[src/smao_pkg.sv]
package smao_pkg;

   localparam int STACK_DEPTH = 64;              // entries held by the cell row
   localparam int WORD_W      = 32;
   localparam int CNT_W       = $clog2(STACK_DEPTH + 1);
   localparam int DEPTH_W     = 7;               // stack_depth field on the result
   localparam int CMD_W       = 3;
   localparam int STATUS_W    = 2;
   localparam int STEP_W      = $clog2(WORD_W);
   localparam int RSP_DATA_W  = ((WORD_W + DEPTH_W + 7) / 8) * 8;
   localparam int RSP_PAD_W   = RSP_DATA_W - WORD_W - DEPTH_W;

   typedef enum logic [CMD_W-1:0] {
      CMD_NOP  = 3'd0,
      CMD_PUSH = 3'd1,
      CMD_SWAP = 3'd2,
      CMD_ADD  = 3'd3,
      CMD_SUB  = 3'd4,
      CMD_DIV  = 3'd5
   } cmd_type;

   typedef enum logic [STATUS_W-1:0] {
      ST_OK      = 2'd0,
      ST_SHORT   = 2'd1,
      ST_DIVZERO = 2'd2,
      ST_FULL    = 2'd3
   } status_type;

   // what a cell loads at the next edge
   typedef enum logic [1:0] {
      CM_HOLD = 2'd0,
      CM_PREV = 2'd1,   // from the neighbor nearer the top (push)
      CM_NEXT = 2'd2,   // from the neighbor farther from the top (pop)
      CM_LOAD = 2'd3    // from load_data
   } cell_mode_type;

   typedef struct packed {
      cell_mode_type     mode;
      logic [WORD_W-1:0] load_data;
   } cell_ctl_type;

endpackage

[src/smao_cell.sv]
module smao_cell
   import smao_pkg::*;
(
   input  logic              clock,
   input  cell_ctl_type      ctl,
   input  logic [WORD_W-1:0] prev_data,
   input  logic [WORD_W-1:0] next_data,
   output logic [WORD_W-1:0] data_ff
);

   logic [WORD_W-1:0] data_in;

   always_comb begin
      case (ctl.mode)
         CM_HOLD: data_in = data_ff;
         CM_PREV: data_in = prev_data;
         CM_NEXT: data_in = next_data;
         CM_LOAD: data_in = ctl.load_data;
         default: data_in = data_ff;
      endcase
   end

   always_ff @(posedge clock) begin
      data_ff <= data_in;
   end

endmodule

[src/smao_div.sv]
module smao_div
   import smao_pkg::*;
(
   input  logic              clock,
   input  logic              reset,
   input  logic              start,
   input  logic [WORD_W-1:0] num,
   input  logic [WORD_W-1:0] den,
   output logic              busy_ff,
   output logic [WORD_W-1:0] quotient
);

   // restoring division on magnitudes, one quotient bit per cycle
   logic              busy_in;
   logic [STEP_W-1:0] step_ff, step_in;
   logic [WORD_W-1:0] rem_ff, rem_in;
   logic [WORD_W-1:0] quo_ff, quo_in;
   logic [WORD_W-1:0] dmag_ff, dmag_in;
   logic              neg_ff, neg_in;
   logic [WORD_W:0]   trial;

   always_comb begin
      busy_in = busy_ff;
      step_in = step_ff;
      rem_in  = rem_ff;
      quo_in  = quo_ff;
      dmag_in = dmag_ff;
      neg_in  = neg_ff;
      trial   = {rem_ff, quo_ff[WORD_W-1]} - {1'b0, dmag_ff};
      if (start) begin
         busy_in = 1'b1;
         step_in = STEP_W'(WORD_W - 1);
         rem_in  = '0;
         quo_in  = num[WORD_W-1] ? (~num + 1'b1) : num;
         dmag_in = den[WORD_W-1] ? (~den + 1'b1) : den;
         neg_in  = num[WORD_W-1] ^ den[WORD_W-1];
      end else if (busy_ff) begin
         if (!trial[WORD_W]) begin
            rem_in = trial[WORD_W-1:0];
            quo_in = {quo_ff[WORD_W-2:0], 1'b1};
         end else begin
            rem_in = {rem_ff[WORD_W-2:0], quo_ff[WORD_W-1]};
            quo_in = {quo_ff[WORD_W-2:0], 1'b0};
         end
         if (step_ff == '0) begin
            busy_in = 1'b0;
         end else begin
            step_in = step_ff - 1'b1;
         end
      end
   end

   // min / -1 gives magnitude 2^31 with no negate: wraps to min as required
   assign quotient = neg_ff ? (~quo_ff + 1'b1) : quo_ff;

   always_ff @(posedge clock) begin
      if (reset) begin
         busy_ff <= 1'b0;
      end else begin
         busy_ff <= busy_in;
      end
   end

   always_ff @(posedge clock) begin
      step_ff <= step_in;
      rem_ff  <= rem_in;
      quo_ff  <= quo_in;
      dmag_ff <= dmag_in;
      neg_ff  <= neg_in;
   end

endmodule

[src/stack_machine_alu_ops.sv]
// Channel | Dir | Handshake           | Payload
// req     | in  | req_tvalid/tready   | tuser: cmd[2:0]; tdata: push_value[31:0]
// rsp     | out | rsp_tvalid/tready   | tdata: top_value[31:0], stack_depth[38:32], pad;
//         |     |                     | tuser: status[1:0]
//
// nop, push, swap, add, sub and error cases: the result is registered in the cycle after the transfer in.
// div: transfer, 32 quotient-bit steps in smao_div, then commit to the cells once the output is free.
// The stack is a row of cells with the top in cell 0; push and pop shift the row by one.
// Reset (synchronous, active high) clears the entry count, FSM and result valid;
// cell contents are left as they are.
// A result waits in the output register; a new command is taken once it is taken or
// in the same cycle that it is taken.
module stack_machine_alu_ops
   import smao_pkg::*;
(
   input  logic                  clock,
   input  logic                  reset,
   input  logic                  req_tvalid,
   output logic                  req_tready,
   input  logic [WORD_W-1:0]     req_tdata,   // [31:0] push_value
   input  logic [CMD_W-1:0]      req_tuser,   // [2:0] cmd
   output logic                  rsp_tvalid,
   input  logic                  rsp_tready,
   output logic [RSP_DATA_W-1:0] rsp_tdata,   // [31:0] top_value, [38:32] stack_depth, zero pad
   output logic [STATUS_W-1:0]   rsp_tuser    // [1:0] status
);

   typedef enum logic [1:0] {
      S_IDLE = 2'b01,
      S_DIV  = 2'b10
   } state_type;

   state_type         state_ff, state_in;
   logic [CNT_W-1:0]  count_ff, count_in;
   logic              rsp_valid_ff, rsp_valid_in;
   logic [WORD_W-1:0] rsp_top_ff, rsp_top_in;
   logic [CNT_W-1:0]  rsp_cnt_ff, rsp_cnt_in;
   status_type        rsp_status_ff, rsp_status_in;

   cell_ctl_type      cell_ctl [STACK_DEPTH];
   logic [WORD_W-1:0] cell_data [STACK_DEPTH];

   cell_mode_type     mode0, mode1, mode_rest;
   logic [WORD_W-1:0] load0, load1;

   cmd_type           cmd;
   logic              accept, out_free, out_load;
   logic              has_two, full;
   logic [WORD_W-1:0] top_w, sec_w, sum_w, diff_w;
   logic              div_start, div_busy;
   logic [WORD_W-1:0] div_quot;

   // ---------------- cell row: cell 0 is the top of stack
   for (genvar i = 0; i < STACK_DEPTH; i++) begin : g_cell
      logic [WORD_W-1:0] prev_w, next_w;
      if (i == 0) begin : g_first
         assign prev_w = '0;
      end else begin : g_mid_prev
         assign prev_w = cell_data[i-1];
      end
      if (i == STACK_DEPTH - 1) begin : g_last
         assign next_w = '0;
      end else begin : g_mid_next
         assign next_w = cell_data[i+1];
      end
      if (i == 0) begin : g_ctl0
         assign cell_ctl[i] = '{mode: mode0, load_data: load0};
      end else if (i == 1) begin : g_ctl1
         assign cell_ctl[i] = '{mode: mode1, load_data: load1};
      end else begin : g_ctln
         assign cell_ctl[i] = '{mode: mode_rest, load_data: '0};
      end
      smao_cell u_cell (
         .clock     (clock),
         .ctl       (cell_ctl[i]),
         .prev_data (prev_w),
         .next_data (next_w),
         .data_ff   (cell_data[i])
      );
   end

   // ---------------- divider, shared by every div command
   smao_div u_div (
      .clock    (clock),
      .reset    (reset),
      .start    (div_start),
      .num      (sec_w),
      .den      (top_w),
      .busy_ff  (div_busy),
      .quotient (div_quot)
   );

   assign cmd        = cmd_type'(req_tuser);
   assign out_free   = !rsp_valid_ff || rsp_tready;
   assign req_tready = (state_ff == S_IDLE) && out_free;
   assign accept     = req_tvalid && req_tready;

   assign top_w   = cell_data[0];
   assign sec_w   = cell_data[1];
   assign sum_w   = sec_w + top_w;
   assign diff_w  = sec_w - top_w;
   assign has_two = count_ff >= CNT_W'(2);
   assign full    = count_ff == CNT_W'(STACK_DEPTH);

   always_comb begin
      state_in      = state_ff;
      count_in      = count_ff;
      mode0         = CM_HOLD;
      mode1         = CM_HOLD;
      mode_rest     = CM_HOLD;
      load0         = '0;
      load1         = '0;
      div_start     = 1'b0;
      out_load      = 1'b0;
      rsp_top_in    = (count_ff == '0) ? '0 : top_w;
      rsp_cnt_in    = count_ff;
      rsp_status_in = ST_OK;

      case (state_ff)
         S_IDLE: begin
            if (accept) begin
               out_load = 1'b1;
               case (cmd)
                  CMD_PUSH: begin
                     if (full) begin
                        rsp_status_in = ST_FULL;
                     end else begin
                        mode0      = CM_LOAD;
                        load0      = req_tdata;
                        mode1      = CM_PREV;
                        mode_rest  = CM_PREV;
                        count_in   = count_ff + 1'b1;
                        rsp_top_in = req_tdata;
                        rsp_cnt_in = count_ff + 1'b1;
                     end
                  end
                  CMD_SWAP: begin
                     if (!has_two) begin
                        rsp_status_in = ST_SHORT;
                     end else begin
                        mode0      = CM_LOAD;
                        load0      = sec_w;
                        mode1      = CM_LOAD;
                        load1      = top_w;
                        rsp_top_in = sec_w;
                     end
                  end
                  CMD_ADD, CMD_SUB: begin
                     if (!has_two) begin
                        rsp_status_in = ST_SHORT;
                     end else begin
                        mode0      = CM_LOAD;
                        load0      = (cmd == CMD_ADD) ? sum_w : diff_w;
                        mode1      = CM_NEXT;
                        mode_rest  = CM_NEXT;
                        count_in   = count_ff - 1'b1;
                        rsp_top_in = load0;
                        rsp_cnt_in = count_ff - 1'b1;
                     end
                  end
                  CMD_DIV: begin
                     if (!has_two) begin
                        rsp_status_in = ST_SHORT;
                     end else if (top_w == '0) begin
                        rsp_status_in = ST_DIVZERO;
                     end else begin
                        // result comes at commit, after the divider finishes
                        out_load  = 1'b0;
                        div_start = 1'b1;
                        state_in  = S_DIV;
                     end
                  end
                  default: begin
                     // nop and unused codes: report the stack as it stands
                  end
               endcase
            end
         end
         S_DIV: begin
            if (!div_busy && out_free) begin
               out_load   = 1'b1;
               mode0      = CM_LOAD;
               load0      = div_quot;
               mode1      = CM_NEXT;
               mode_rest  = CM_NEXT;
               count_in   = count_ff - 1'b1;
               rsp_top_in = div_quot;
               rsp_cnt_in = count_ff - 1'b1;
               state_in   = S_IDLE;
            end
         end
         default: begin
            state_in = S_IDLE;
         end
      endcase
   end

   always_comb begin
      if (out_load) begin
         rsp_valid_in = 1'b1;
      end else if (rsp_tready) begin
         rsp_valid_in = 1'b0;
      end else begin
         rsp_valid_in = rsp_valid_ff;
      end
   end

   always_ff @(posedge clock) begin
      if (reset) begin
         state_ff     <= S_IDLE;
         count_ff     <= '0;
         rsp_valid_ff <= 1'b0;
      end else begin
         state_ff     <= state_in;
         count_ff     <= count_in;
         rsp_valid_ff <= rsp_valid_in;
      end
   end

   always_ff @(posedge clock) begin
      if (out_load) begin
         rsp_top_ff    <= rsp_top_in;
         rsp_cnt_ff    <= rsp_cnt_in;
         rsp_status_ff <= rsp_status_in;
      end
   end

   assign rsp_tvalid = rsp_valid_ff;
   assign rsp_tdata  = {{RSP_PAD_W{1'b0}}, DEPTH_W'(rsp_cnt_ff), rsp_top_ff};
   assign rsp_tuser  = rsp_status_ff;

endmodule

[config.mk]
export PLATFORM = sky130hd
export DESIGN_NAME = stack_machine_alu_ops
export DESIGN_NICKNAME = d
export VERILOG_FILES = /design/src/smao_pkg.sv /design/src/smao_cell.sv /design/src/smao_div.sv /design/src/stack_machine_alu_ops.sv
export SDC_FILE = /design/constraint.sdc
export NUM_CORES = 2
export LEC_CHECK = 0
export ABC_AREA = 1
export BUFFER_PORTS_ARGS = -buffer_cell sky130_fd_sc_hd__buf_2
export CORE_ASPECT_RATIO = 0.7
export CORE_MARGIN = 3
export CORE_UTILIZATION = 59
export CTS_CLUSTER_DIAMETER = 50
export DETAILED_ROUTE_END_ITERATION = 12
export PLACE_DENSITY_LB_ADDON = 0.3
export SYNTH_ARGS = -nofsm -noshare
export SYNTH_HDL_FRONTEND = slang
export SYNTH_SLANG_ARGS = --single-unit
[constraint.sdc]
create_clock -name clock -period 108.1 [get_ports clock]
set_input_delay 21.62 -clock clock [delete_from_list [all_inputs] [get_ports clock]]
set_output_delay 21.62 -clock clock [all_outputs]
set_load 0.02 [all_outputs]
== Yosys cells after proc, flatten, opt, wreduce, memory -nomap -nowiden ==
Cells that the tools add are included.
W data, S select, Z words.

* Latch bits: 0
* Flip-flop bits (word level): 2202
* Logic and storage cells: 273
* Memory bits (writable): 0
* ROM bits: 0
* Memories: 0

* Equality and inequality tests: 22
* Reduce and logical (&&, ||, !) cells: 20
* Shift-type cells: 0
* Add/sub/neg operators: 9
* $mul: 0
* Multiplexer cells: 139
* Bitwise logic cells: 5
* $lt $le $gt $ge: 1
* Divide/modulo/power cells: 0

{| class="wikitable"
|+ Operators by type and width
! operator !! count
|-
| $pmux W32 S3 || 65
|-
| $mux W32 || 21
|-
| $pmux W32 S2 || 3
|-
| $add A32 B1 Y32 const B || 3
|-
| $not A32 Y32 || 3
|-
| $sub A33 B32 Y33 || 1
|-
| $add A32 B32 Y32 || 1
|-
| $logic_not A32 Y1 || 1
|-
| $mux W2 || 16
|-
| $sub A32 B32 Y32 || 1
|-
| $mux W31 || 1
|-
| $mux W7 || 4
|-
| $pmux W7 S2 || 2
|-
| $pmux W2 S2 || 6
|-
| $mux W1 || 18
|-
| $eq A2 B2 Y1 const B || 7
|-
| $pmux W2 S3 || 2
|-
| $eq A2 B1 Y1 const B || 4
|-
| $ne A2 B2 Y1 const B || 4
|-
| $add A7 B1 Y7 const B || 1
|-
| $eq A7 B7 Y1 const B || 1
|-
| $ge A7 B2 Y1 const B || 1
|-
| $logic_not A7 Y1 || 1
|-
| $sub A7 B1 Y7 const B || 1
|-
| other kinds (18) || 28
|}

== Depth between registers and ports, before layout ==
* Depth after elaboration: 9
* Gate-level depth with buffers: 31
* Gate-level depth less buffers: 31

== Cells and area by module ==
From an unflattened synthesis, not the netlist that was laid out.

* Cells, all modules: 14370
* Area, all modules: 128159.2 um2

{| class="wikitable"
|+ By module, submodules not included
! module !! cells each !! instances !! area each (um2)
|-
| smao_cell || 180 || 64 || 1732.9
|-
| smao_div || 1451 || 1 || 9142.5
|-
| stack_machine_alu_ops || 1399 || 1 || 8110.3
|}

== Least setup slack after synthesis ==
OpenSTA, ideal clock, no wires.

* Path type: input port to flip-flop
* From: in rsp_tready
* To: reg g_cell[10].u_cell.data_ff[0] (enable)
* Setup slack: 23.636 ns
* Cell stages on the path: 9
* Path buffers: 1
* Arrival time: 66.131 ns
* Required time: 89.767 ns
* Cell sequence: inv_1 > nand2_1 > inv_2 > nor2_2 > inv_2 > nor2_1 > nand2_1 > clkbuf_1 > nand3_1

* Word-level cells in the longest chain between the ends: 6
* Elaborated cells between the ends (all ways): 8
* Classes of those cells: 3 x mux; 5 x reduce/logical

{| class="wikitable"
|+ RTL lines
! element !! line !! source
|-
| start, declared || stack_machine_alu_ops.sv:23 || <nowiki>input logic rsp_tready,</nowiki>
|-
| $logic_or A1 B1 Y1 * || stack_machine_alu_ops.sv:94 || <nowiki>assign out_free = !rsp_valid_ff || rsp_tready;</nowiki>
|-
| $logic_and A1 B1 Y1 || stack_machine_alu_ops.sv:95 || <nowiki>assign req_tready = (state_ff == S_IDLE) && out_free;</nowiki>
|-
| $logic_and A1 B1 Y1 || stack_machine_alu_ops.sv:96 || <nowiki>assign accept = req_tvalid && req_tready;</nowiki>
|-
| $mux W2 || stack_machine_alu_ops.sv:121 || <nowiki>if (accept) begin</nowiki>
|-
| $pmux W2 S2 * || stack_machine_alu_ops.sv:119 || <nowiki>case (state_ff)</nowiki>
|-
| $logic_not A2 Y1 * || smao_cell.sv:14 || <nowiki>case (ctl.mode)</nowiki>
|-
| end signal, assigned || smao_cell.sv:24 || <nowiki>data_ff <= data_in;</nowiki>
|-
| end, declared || smao_cell.sv:8 || <nowiki>output logic [WORD_W-1:0] data_ff</nowiki>
|}

Mark *: on every way between the ends. The rest lies on a longest branch, timed or not.
A chain may end at the register's enable or synchronous reset.

== Worst setup path after layout ==
* From: in rsp_tready
* To: out req_tready

* Word-level cells in the longest chain between the ends: 2

{| class="wikitable"
|+ RTL lines
! element !! line !! source
|-
| $logic_or A1 B1 Y1 || stack_machine_alu_ops.sv:94 ||
|-
| $logic_and A1 B1 Y1 || stack_machine_alu_ops.sv:95 ||
|-
| end, declared || stack_machine_alu_ops.sv:19 || <nowiki>output logic req_tready,</nowiki>
|}

Every way passes these cells.

==> metrics.txt <==
Post-Synthesis Cells=9117; setup bufs post-CTS=0; RSZ-0062 raised after global routing=false; starting density of the core=0.596; top post-synthesis cells by area=edfxtp_1, o22ai_2, inv_1; Top FF cell, synth=edfxtp_1; Syn. warnings=0; layout cell share with drive strength beyond 1=0.168; Hold Path Depth=2; worst hold path type=reg2reg; GR Overflow Total=0; worst slack, placed=64270 ps; core footprint=180000 um2; Pre-antenna DRT Iters=6; Sw Ratio=0.227; Worst-path clk slew=60 ps; post-DP HPWL=161 mm; HP Start=u_div.rem_ff[22]$_SDFFE_PP0P_; TritonCTS clock tree=yes; CP Max Fanout=3; input/output buffers=81; final hold vios=0; Comb power frac=0.073; DR vias/cell=5.80; Cell Int Power=1.43 mW; Final Util=0.636; CTS Hold Bufs=0; average routed wire per standard cell=21.2 um; Routed WL=244 mm; most numerous cell in the Yosys netlist=inv_1; f_max=0.0228 GHz; Clock Latency Late Sink=850 ps; P_sw=0.420 mW; measured slew at the worst slew-check pin=1210 ps; clock sink count=2202; initial antenna violation count=8; # H-tree levels=4; TritonCTS Buffers=215; GR Util All Layers=0.255; Final Skew=66.4 ps; Fillers=13.5k; Synth top cells by count=inv_1, edfxtp_1, o22ai_2, o22ai_1, nand2_1; headroom to the max-slew limit=0.192; CP required=86480 ps; Peak VDD IR=14.4 uV; post-route ant nets=0; Core Rows=130; Area Growth Syn to Fin=6.77%; Final nets=9093; CP arrival=22200 ps; Post-synth EDFFs=2154; R2R Path End=g_cell[26].u_cell.data_ff[7]$_DFFE_PP_; Slew Limit Fails=0; clock root buffer=clkbuf_16; die area=187000 um2; Hold EP=u_div.rem_ff[22]$_SDFFE_PP0P_; FF+latch count, synth=2202; Tmin final=43820 ps; Max Cap Viol=0; initial detailed-routing violation count=7344; Sequential Power Share=0.532; Yosys top cell by area=edfxtp_1; top-area cell type share of the netlist area=0.604; CTS Buffer Depth=4; final setup vio count=0; worst setup margin=64280 ps; Leak Pwr=45.0 nW; library cells used by synthesis=59; number of global-route vias before repair=63.5k; largest net degree at the start of global routing=221; Tcrit/Tclk final=0.405; R2R setup slack=99190 ps; first-pass GRT wire length=374 mm; DRC=0; Die Wd=515 um; Net Count, Synth=9237; Die Ht=363 um; gpl congestion=0.975; boundary pin count=83; share of synthesized registers carrying an async set or reset=0; Clock power frac=0.395; vias after detailed routing=66.8k; Worst Setup End Kind=primary output; Syn Std Cell Area=107000 um2; status=completed; final non-filler cell total=11.5k; PostCTS Resize Cnt=0; pwr/cell area=16.1 nW/um2; syn_area_per_cell=11.8 um2; crit path launch type=input port; Post-Place Cells=11.1k; CP Class=in2out; r2r startpoint=count_ff[0]$_SDFF_PP0_; sequential fraction of the synthesis area=0.613; setup_tns=0 ps; FF-to-FF path depth=16
-- cell families after synthesis --
group | after synthesis | share of synthesized area
other | 1 | 0.0000350
adders and majority gates | 81 | 0.00960
DFF | 2202 | 0.613
buffers and inverters | 2854 | 0.116
and+or+nand+nor | 1413 | 0.0561
AOI/OAI and AO/OA | 2472 | 0.198
xor gates and xnor gates | 94 | 0.00768
-- power by group through the flow --
stage | sequential [mW] | combinational [mW] | clock [mW]
after floorplan | 1.09 | 0.0964 | 0
after global placement | 0.998 | 0.129 | 0
after detailed placement | 0.999 | 0.133 | 0
after CTS | 0.981 | 0.133 | 0.746
after global routing | 0.983 | 0.147 | 0.778
final | 0.981 | 0.135 | 0.729
-- cells in the final DEF, fill, tap and decap left out, types with 81 or more instances in the layout --
cell type     n
inv_1      2292
edfxtp_1   2154
o22ai_2     980
o22ai_1     974
nand2_1     742
nor2_1      295
nand3_1     226
o21ai_0     217
clkbuf_16   217
a21oi_1     164
buf_2        81
-- flip-flops by register name, indices dropped and copies added, names as in the netlist --
name and flops:
count_ff 7, rsp_tvalid 1, u_div.dmag_ff 32, u_div.quo_ff 32, rsp_cnt_ff 7, u_div.rem_ff 32
rsp_top_ff 32, state_ff 2, u_div.step_ff 5, rsp_tuser 2, u_div.busy_ff 1, u_div.neg_ff 1
g_cell.u_cell.data_ff 2048
-- routing by layer --
metal  GRT usage  wire, um
met4      0.0542      4990
met5           0         0
met3      0.0637     19800
met1       0.412    120000
met2       0.346     99000
-- through the flow --
step	hold WS [ps]	total power, mW	area, um2
global placement	445	1.13	108000
finish	472	1.85	114000
global route	492	1.91	114000
detailed placement	461	1.13	108000
floorplan	435	1.19	107000
CTS	472	1.86	114000
-- critical path, cell delays in order --
cell     delay, ps
buf_2          100
inv_1           70
nand2_1         80
inv_2          110
nor2_4          50
buf_2          170
-- area by class of cell --
| type | count | area [um2] | share of cell area |
|---|---|---|---|
| antenna | 1 | 2.50 | 0.0000219 |
| clock inverter | 124 | 1150 | 0.0100 |
| multi-input combinational | 4061 | 29200 | 0.255 |
| sequential | 2202 | 65600 | 0.574 |
| clock buffer | 259 | 5590 | 0.0488 |
| timing repair buffer | 169 | 1180 | 0.0103 |
| inverter | 2324 | 8730 | 0.0763 |
| tap | 2376 | 2970 | 0.0260 |
-- worst max-delay path by stage --
stage / slack, ps / depth (start not counted) / startpoint / endpoint
6_report: 64280 / 6 / rsp_tready / req_tready
5_1_grt: 64240 / 6 / rsp_tready / req_tready
4_1_cts: 64270 / 6 / rsp_tready / req_tready
3_5_place_dp: 64270 / 6 / rsp_tready / req_tready
3_3_place_gp: 64230 / 6 / rsp_tready / req_tready
2_1_floorplan: 23640 / 9 / rsp_tready / g_cell[10].u_cell.data_ff[0]$_DFFE_PP_
(Power assumes the default switching activity.)
